## config.mk

```make
export PLATFORM = sky130hd
export DESIGN_NAME = msq_lane
export DESIGN_NICKNAME = d
export VERILOG_FILES = /design/src/msq_pkg.sv /design/src/msq_div_cell.sv /design/src/msq_lane.sv
export SDC_FILE = /design/constraint.sdc
export NUM_CORES = 2
export LEC_CHECK = 0
export BUFFER_PORTS_ARGS = -buffer_cell sky130_fd_sc_hd__buf_2
export CAP_MARGIN = 25
export CELL_PAD_IN_SITES_DETAIL_PLACEMENT = 2
export CELL_PAD_IN_SITES_GLOBAL_PLACEMENT = 2
export CORE_ASPECT_RATIO = 1.1
export CORE_MARGIN = 4
export CORE_UTILIZATION = 41
export CTS_CLUSTER_DIAMETER = 80
export DETAILED_ROUTE_END_ITERATION = 6
export GPL_TIMING_DRIVEN = 0
export PLACE_DENSITY = 0.8
export SYNTH_ARGS = -nofsm -noshare
export SYNTH_HDL_FRONTEND = slang
export SYNTH_SLANG_ARGS = --single-unit
```

## constraint.sdc

```tcl
create_clock -name i_clk -period 59.2 [get_ports i_clk]
set_input_delay 2.96 -clock i_clk [delete_from_list [all_inputs] [get_ports i_clk]]
set_output_delay 2.96 -clock i_clk [all_outputs]
set_load 0.005 [all_outputs]
```

## src/msq_pkg.sv

```systemverilog
`default_nettype none
package msq_pkg;
    localparam int unsigned CORNERS   = 4;
    localparam int unsigned FRAC_BITS = 16;
    localparam int unsigned COORD_W   = 16;
    localparam int unsigned VALUE_W   = 32;
    localparam int unsigned MAG_W     = 33;
    // partial remainder: below twice the divisor before each compare
    localparam int unsigned REM_W     = MAG_W + 1;
    // quotient of (an << 16) / ad, at most 2^16 since an <= ad
    localparam int unsigned QUOT_W    = FRAC_BITS + 1;
    localparam int unsigned EDGE_W    = 2;
    localparam logic signed [VALUE_W-1:0] THRESHOLD_RESET = 32'sd65536;
    localparam int unsigned IN_TDATA_W  = 8 * COORD_W + 4 * VALUE_W;
    localparam int unsigned OUT_TDATA_W = 2 * COORD_W + EDGE_W + 6;

    // payload handed from one divider cell to the next
    typedef struct packed {
        logic                      active;   // an edge crossing travels in this slot
        logic [MAG_W-1:0]          den;      // |v_j - v_i|
        logic [REM_W-1:0]          rem;      // partial remainder
        logic [QUOT_W-1:0]         quot;     // quotient bits so far
        logic signed [COORD_W-1:0] ax;
        logic signed [COORD_W-1:0] ay;
        logic signed [COORD_W:0]   dx;
        logic signed [COORD_W:0]   dy;
    } t_div;
endpackage
`default_nettype wire

```

## src/msq_div_cell.sv

```systemverilog
`default_nettype none
// One restoring-division step per cell, the remainder moves one cell on per cycle while i_en is high
module msq_div_cell (
    input  wire logic          i_clk,
    input  wire logic          i_rst_n,
    input  wire logic          i_en,
    input  wire msq_pkg::t_div i_d,
    output msq_pkg::t_div      o_d
);
    import msq_pkg::*;
    t_div r_d, n_d;
    logic [REM_W:0] w_sub;

    // try subtract, take the quotient bit, then shift for the next cell
    always_comb begin
        w_sub = {1'b0, i_d.rem} - {2'b00, i_d.den};
        n_d   = i_d;
        if (!w_sub[REM_W]) begin
            n_d.rem  = {w_sub[REM_W-2:0], 1'b0};
            n_d.quot = {i_d.quot[QUOT_W-2:0], 1'b1};
        end else begin
            n_d.rem  = {i_d.rem[REM_W-2:0], 1'b0};
            n_d.quot = {i_d.quot[QUOT_W-2:0], 1'b0};
        end
    end

    always_ff @(posedge i_clk) begin
        if (!i_rst_n) begin
            r_d.active <= 1'b0;
        end else if (i_en) begin
            r_d <= n_d;
        end
    end
    assign o_d = r_d;
endmodule
`default_nettype wire

```

## src/msq_lane.sv

```systemverilog
`default_nettype none
// Per-edge lane: set-up cell, chain of division cells, interpolation stages
module msq_lane (
    input  wire logic                               i_clk,
    input  wire logic                               i_rst_n,
    input  wire logic                               i_en,
    input  wire logic                               i_valid,
    input  wire logic signed [msq_pkg::VALUE_W-1:0] i_thr,
    input  wire logic signed [msq_pkg::VALUE_W-1:0] i_vi,
    input  wire logic signed [msq_pkg::VALUE_W-1:0] i_vj,
    input  wire logic signed [msq_pkg::COORD_W-1:0] i_xi,
    input  wire logic signed [msq_pkg::COORD_W-1:0] i_yi,
    input  wire logic signed [msq_pkg::COORD_W-1:0] i_xj,
    input  wire logic signed [msq_pkg::COORD_W-1:0] i_yj,
    output logic                                    o_active,
    output logic signed [msq_pkg::COORD_W-1:0]      o_x,
    output logic signed [msq_pkg::COORD_W-1:0]      o_y
);
    import msq_pkg::*;
    localparam int unsigned PROD_W = COORD_W + 1 + QUOT_W + 1;

    t_div w_chain [QUOT_W+1];
    t_div r_setup;
    t_div w_last;
    logic signed [MAG_W-1:0] w_num, w_den;
    logic [MAG_W-1:0] w_an;
    logic w_in_i, w_in_j;
    logic signed [PROD_W-1:0] r_px, r_py;
    logic signed [COORD_W-1:0] r_ax, r_ay;
    logic r_a1;

    // set-up cell: magnitudes and coordinate differences
    always_comb begin
        w_in_i = i_vi >= i_thr;
        w_in_j = i_vj >= i_thr;
        w_num  = MAG_W'(i_thr) - MAG_W'(i_vi);
        w_den  = MAG_W'(i_vj) - MAG_W'(i_vi);
        w_an   = w_num[MAG_W-1] ? -w_num : w_num;
    end

    always_ff @(posedge i_clk) begin
        if (!i_rst_n) begin
            r_setup.active <= 1'b0;
        end else if (i_en) begin
            r_setup.active <= i_valid && (w_in_i != w_in_j);
            r_setup.den    <= w_den[MAG_W-1] ? -w_den : w_den;
            r_setup.rem    <= {1'b0, w_an};
            r_setup.quot   <= '0;
            r_setup.ax     <= i_xi;
            r_setup.ay     <= i_yi;
            r_setup.dx     <= (COORD_W+1)'(i_xj) - (COORD_W+1)'(i_xi);
            r_setup.dy     <= (COORD_W+1)'(i_yj) - (COORD_W+1)'(i_yi);
        end
    end

    // one quotient bit per cell, most significant first
    assign w_chain[0] = r_setup;
    genvar g;
    generate
        for (g = 0; g < QUOT_W; g++) begin : g_cell
            msq_div_cell u_div (
                .i_clk  (i_clk),
                .i_rst_n(i_rst_n),
                .i_en   (i_en),
                .i_d    (w_chain[g]),
                .o_d    (w_chain[g+1])
            );
        end
    endgenerate

    // multiply stage
    assign w_last = w_chain[QUOT_W];
    always_ff @(posedge i_clk) begin
        if (!i_rst_n) begin
            r_a1 <= 1'b0;
        end else if (i_en) begin
            r_a1 <= w_last.active;
            r_px <= PROD_W'(w_last.dx) * $signed({1'b0, w_last.quot});
            r_py <= PROD_W'(w_last.dy) * $signed({1'b0, w_last.quot});
            r_ax <= w_last.ax;
            r_ay <= w_last.ay;
        end
    end

    // floor shift and add
    always_ff @(posedge i_clk) begin
        if (!i_rst_n) begin
            o_active <= 1'b0;
        end else if (i_en) begin
            o_active <= r_a1;
            o_x      <= r_ax + COORD_W'(r_px >>> FRAC_BITS);
            o_y      <= r_ay + COORD_W'(r_py >>> FRAC_BITS);
        end
    end
endmodule
`default_nettype wire
```

---- After elaboration in Yosys (flattened, before gate mapping) ----
Cells that the tools add are included.
cells by class
  $add $sub $neg .......................... 25
  $mul .................................... 2
  magnitude comparators ................... 2
  eq/ne operators ......................... 1
  muxes and demuxes ....................... 19
  reductions and logical operators ........ 2
operators by type and width
  kind                                            number
  51-bit 2-to-1 mux                               16
  34-bit by 33-bit subtractor with 35-bit output  16
  33-bit negator                                  2
  32-bit by 32-bit subtractor with 33-bit output  2
  32-bit >= comparator                            2
  17-bit by 18-bit multiplier with 32-bit output  2
  32-bit 2-to-1 mux                               2
  16-bit by 16-bit subtractor with 17-bit output  2
  33-bit by 33-bit subtractor with 34-bit output  1
  16-bit adder                                    2
  2-bit AND reduction                             1
  1-bit logical AND                               1
  1-bit 2-to-1 mux                                1
  1-bit != test                                   1
word-level totals
  bits in registers ....................... 2,747
  bits of input ports ..................... 164
  output and inout port bits .............. 33

---- Logic depth before layout (Yosys ltp) ----
  depth in word-level cells ............... 3
  mapped depth ............................ 26
  gate-level depth less buffers ........... 25

---- Modules after synthesis ----
From an unflattened synthesis, not the netlist that was laid out.
unflattened totals
  cell total of the unflattened synthesis .. 11,630
  area total of the unflattened synthesis .. 147,966.9 um2
modules (own cells, without submodules)
  module                               times used  cells an instance  area an instance (um2)  sequential area each (um2)
  msq_div_cell (g_cell[0].u_div ...)   9           471                6,585.1                 4,494.3
  msq_lane                             1           3,603              34,073.9                6,906.6
  msq_div_cell (g_cell[11].u_div ...)  5           456                6,742.7                 4,494.3
  msq_div_cell (g_cell[8].u_div ...)   2           486                7,000.5                 4,494.3
  msq_div_cell (g_cell[10].u_div)      1           536                6,912.9                 4,494.3

---- Worst setup path before layout ----
No wires, ideal clock.
  path kind ............................... in2reg
  from .................................... input port i_en
  to ...................................... register g_cell[0].u_div.r_d (netlist bit g_cell[0].u_div.o_d[0]), enable pin
  setup time .............................. 3.296 ns
  arrival ................................. 60.896 ns
  data required time ...................... 55.904 ns
  slack ................................... -4.992 ns
  cell stages on the path ................. 3
  buffers on the path ..................... 2
  cell sequence ........................... clkbuf_1 clkbuf_1 and2_1
between the ends
  longest elaborated chain between the ends .. 1
ends and longest elaborated chain
  item                                  line                text
  start: declaration                    msq_lane.sv:6       input wire logic i_en,
  2-bit AND reduction (no source line)  --
  end signal: assignment                msq_div_cell.sv:31  r_d <= n_d;
  end: declaration                      msq_div_cell.sv:11  t_div r_d, n_d;
Every way passes these cells.
A chain may end at the register's enable or synchronous reset.

---- Worst setup path in the final report ----
  from .................................... register g_cell[16].u_div.r_d (netlist bit g_cell[16].u_div.o_d[79])
  to ...................................... register r_px[31], data pin
between the ends
  longest elaborated chain between the ends .. 1
ends and longest elaborated chain
  item                                            line                text
  start: declaration                              msq_div_cell.sv:11
  start signal: assignment                        msq_div_cell.sv:31
  17-bit by 18-bit multiplier with 32-bit output  msq_lane.sv:78      r_px <= PROD_W'(w_last.dx) * $signed({1'b0, w_last.quot});
  end signal: assignment                          msq_lane.sv:78
  end: declaration                                msq_lane.sv:28      logic signed [PROD_W-1:0] r_px, r_py;
Every way passes these cells.

==> results_dict.tcl <==
set metrics [dict create \
    multiInputGateArea_sq_um 53290 \
    hp-class "register to register" \
    placeableCoreArea_sq_um 332200 \
    synth_flop_cell "edfxtp_1" \
    slowest_stage "clkbuf_1" \
    critPathBufInv 4 \
    wl_um 465600 \
    synth.largest_area_cell "edfxtp_1" \
    setup_tns_ps 0 \
    hold_buffers 0 \
    insertion_delay_ps 950 \
    switching_share 0.3318 \
    powerDensity_nw_per_um2 37.96 \
    final_area_sq_um 153800 \
    clock-skew-final_ps 62.79 \
    critPathMaxStageDelay_ps 780 \
    setup_viol 0 \
    power_frac_clock 0.316 \
    synth_top_area_frac 0.5622 \
    synth-async-reset-ratio 0 \
    dp.cells 15520 \
    grt.met2_usage 0.5020 \
    use_met3 0.04709 \
    ys_top_cells_by_area "edfxtp_1 (56%), ha_1 (8.4%), fa_1 (6.9%), inv_1 (3.9%), xnor2_1 (2.4%)" \
    finalHoldViolCount 0 \
    clk_pin_slew_ps 80 \
    top_usage_layer "met2" \
    vdd_drop_max_mv 0.03118 \
    seq_power_share 0.394 \
    htreeDepth 5 \
    synthCells 10910 \
    routed_via_density 5.647 \
    initial_utilization 0.4114 \
    status "finished, final reports clean" \
    ys_warn_count 0 \
    startpoint_type "register" \
    cts_resized 0 \
    p_switching_mw 1.938 \
    grt_overflow 0 \
    finalNonFillerCells 16060 \
    ys_seq_elements 2579 \
    path_class "register to register" \
    syn_nets 12460 \
    slew_headroom 0.2537 \
    crit_top_cell "fa_1" \
    max_freq_mhz 114.1 \
    cp_top_family "adder cells" \
    synth-edff-count 2559 \
    grt_util_met1 0.2736 \
    post_synth_instance_area_sq_um 136700 \
    die_width_um 558.5 \
    gp_congestion 0.9059 \
    grt_max_degree 79 \
    post_cts_buffers 0 \
    dpl_cell_area_sq_um 144300 \
    die_area_sq_um 342700 \
    placementRows 222 \
    root_buffer "clkbuf_16" \
    vias 90700 \
    grt_pass1_wl_um 689900 \
    end_kind "register" \
    ys_top_cells_by_count "edfxtp_1 (2559), inv_1 (1403), ha_1 (918)" \
    drc 0 \
    path_cells "clkbuf_1 > nand2_1 > fa_1 > fa_1 > fa_1 > inv_1 > fa_1 > fa_1 > inv_1 > fa_1 > inv_1 > ha_1 > a21o_1 > a21o_1 > a21oi_1 > nand2_1 > a21oi_1 > a311oi_1 > a311o_1 > a21oi_1 > o21ai_0 > or4_1 > nand3_1" \
    dp_hpwl_um 337300 \
    die_h_um 613.6 \
    synth.distinct_cells 96 \
    cts_tree "built" \
    ys_seq_area_frac 0.5652 \
    nets 13000 \
    ant_nets 0 \
    drive_above_1_share 0.07767 \
    required_ps 60000 \
    synth.most_common_cell "edfxtp_1" \
    min_period_ps 8766 \
    io_buffer_count 195 \
    grt_pass1_vias 104100 \
    clock_sinks 2579 \
    cts_made_buffers 291 \
    postSynthAreaPerCell_sq_um 12.53 \
    fill_cells 32640 \
    grtUsageTotal 0.2695 \
    drt_pass1_iterations 6 \
    io_pins 197 \
    area_growth_pct 12.53 \
    crit_arrival_ps 9560 \
    routedWlPerCell_um 28.99 \
    finalCritPeriodShare 0.1481 \
    drv_slew 0 \
    rrSetupSlack_ps 50430 \
    power.combinational.fraction 0.290 \
    cp_max_fo 10 \
    drt_iter0_markers 6039 \
    p_int_mw 3.901 \
    cap_violations 0 \
    worst_slew_pin_slew_ps 1119 \
    antenna_found_initial 47 \
    regArea_sq_um 77240 \
    leakagePower_nw 61.38 \
    clockBufferDepth 4 \
    grt_setup_unrepaired "false" \
]
==> worst register-to-register path, cell delays in order, from the launching register on <==
cell,delay (ps)
edfxtp_1,680
clkbuf_1,780
nand2_1,280
fa_1,690
fa_1,520
fa_1,550
inv_1,50
fa_1,480
fa_1,550
inv_1,50
fa_1,520
inv_1,40
ha_1,370
a21o_1,210
a21o_1,180
a21oi_1,320
nand2_1,120
a21oi_1,250
a311oi_1,180
a311o_1,550
a21oi_1,350
o21ai_0,320
or4_1,480
nand3_1,100
==> layout make-up <==
type / instances / area share
Inverter: 1409 / 0.03439
Buffer: 229 / 0.005768
Antenna cell: 29 / 0.0004718
Tap cell: 4368 / 0.03553
Sequential cell: 2579 / 0.5022
Multi-Input combinational cell: 6689 / 0.3465
Timing Repair Buffer: 246 / 0.01411
Clock inverter: 173 / 0.01160
Clock buffer: 340 / 0.04936
==> kinds of logic (layout without fill, tap and decap cells) <==
logic type	count (synthesis)	count (layout)	share of synthesized area
flops	2579	2579	0.5652
simple gates	2408	2408	0.08573
compound gates	2115	2115	0.09805
buf+inv	1638	2397	0.04519
fa+ha+maj	1386	1386	0.1526
xor+xnor	577	577	0.03697
mux	203	203	0.01632
other cells	0	29	0
==> cells in the final DEF, fill, tap and decap left out, types with 109 or more instances in the layout <==
| master | instances |
|---|---|
| a21oi_1 | 533 |
| nor3_1 | 117 |
| a21o_1 | 277 |
| buf_2 | 209 |
| clkbuf_1 | 249 |
| xnor2_1 | 370 |
| inv_1 | 1403 |
| nor2_1 | 488 |
| fa_1 | 468 |
| nand2_1 | 789 |
| nor2b_1 | 148 |
| nand2b_1 | 136 |
| mux2_2 | 156 |
| nand3_1 | 122 |
| edfxtp_1 | 2559 |
| o21a_1 | 109 |
| and2_1 | 326 |
| o21ai_0 | 585 |
| clkbuf_16 | 296 |
| xor2_1 | 207 |
| ha_1 | 918 |
==> metrics by stage <==
stage | hold slack (ps) | setup WS (ps) | power [mW] | util
after detailed placement | 405.2 | 50830 | 3.963 | 0.4343
after floorplan | 400.3 | 23960 | 3.466 | -
after global routing | 386.2 | 50210 | 6.131 | 0.4628
after CTS | 383.1 | 50530 | 5.881 | 0.4625
after global placement | 400.3 | 13410 | 3.913 | 0.4308
final | 374.9 | 50430 | 5.839 | 0.4630
==> final timing paths <==
path | start | to | cells past startpoint
max | g_cell[16].u_div.o_d[79] | r_px[31] | 23
max reg2reg | g_cell[16].u_div.o_d[79] | r_px[31] | 23
min | g_cell[8].u_div.o_d[47] | g_cell[9].u_div.o_d[47] | 0
min reg2reg | g_cell[8].u_div.o_d[47] | g_cell[9].u_div.o_d[47] | 0
==> sequential cells by signal (all words and copies together) (netlist names) <==
name and count:
r_ay 16, r_setup 133, r_px 16, r_py 16
o_y 16, g_cell.u_div.o_d 2348, r_ax 16, o_active 1
r_a1 1, o_x 16
==> metal layers <==
metal / up-vias / share of wire
li1: 39800 / -
met1: 46260 / 0.34
met2: 3052 / 0.53
met3: 1570 / 0.047
met4: 32 / 0.079
met5: - / 0.00052
==> power groups by stage <==
stage                     clock network [mW]  registers (mW)  logic (mW)
final                                   1.85            2.30        1.69
after global routing                    1.96            2.30        1.87
after CTS                               1.88            2.30        1.70
after detailed placement                   0            2.33        1.63
after global placement                     0            2.46        1.46
after floorplan                            0            2.39        1.08
(Power assumes the default switching activity.)
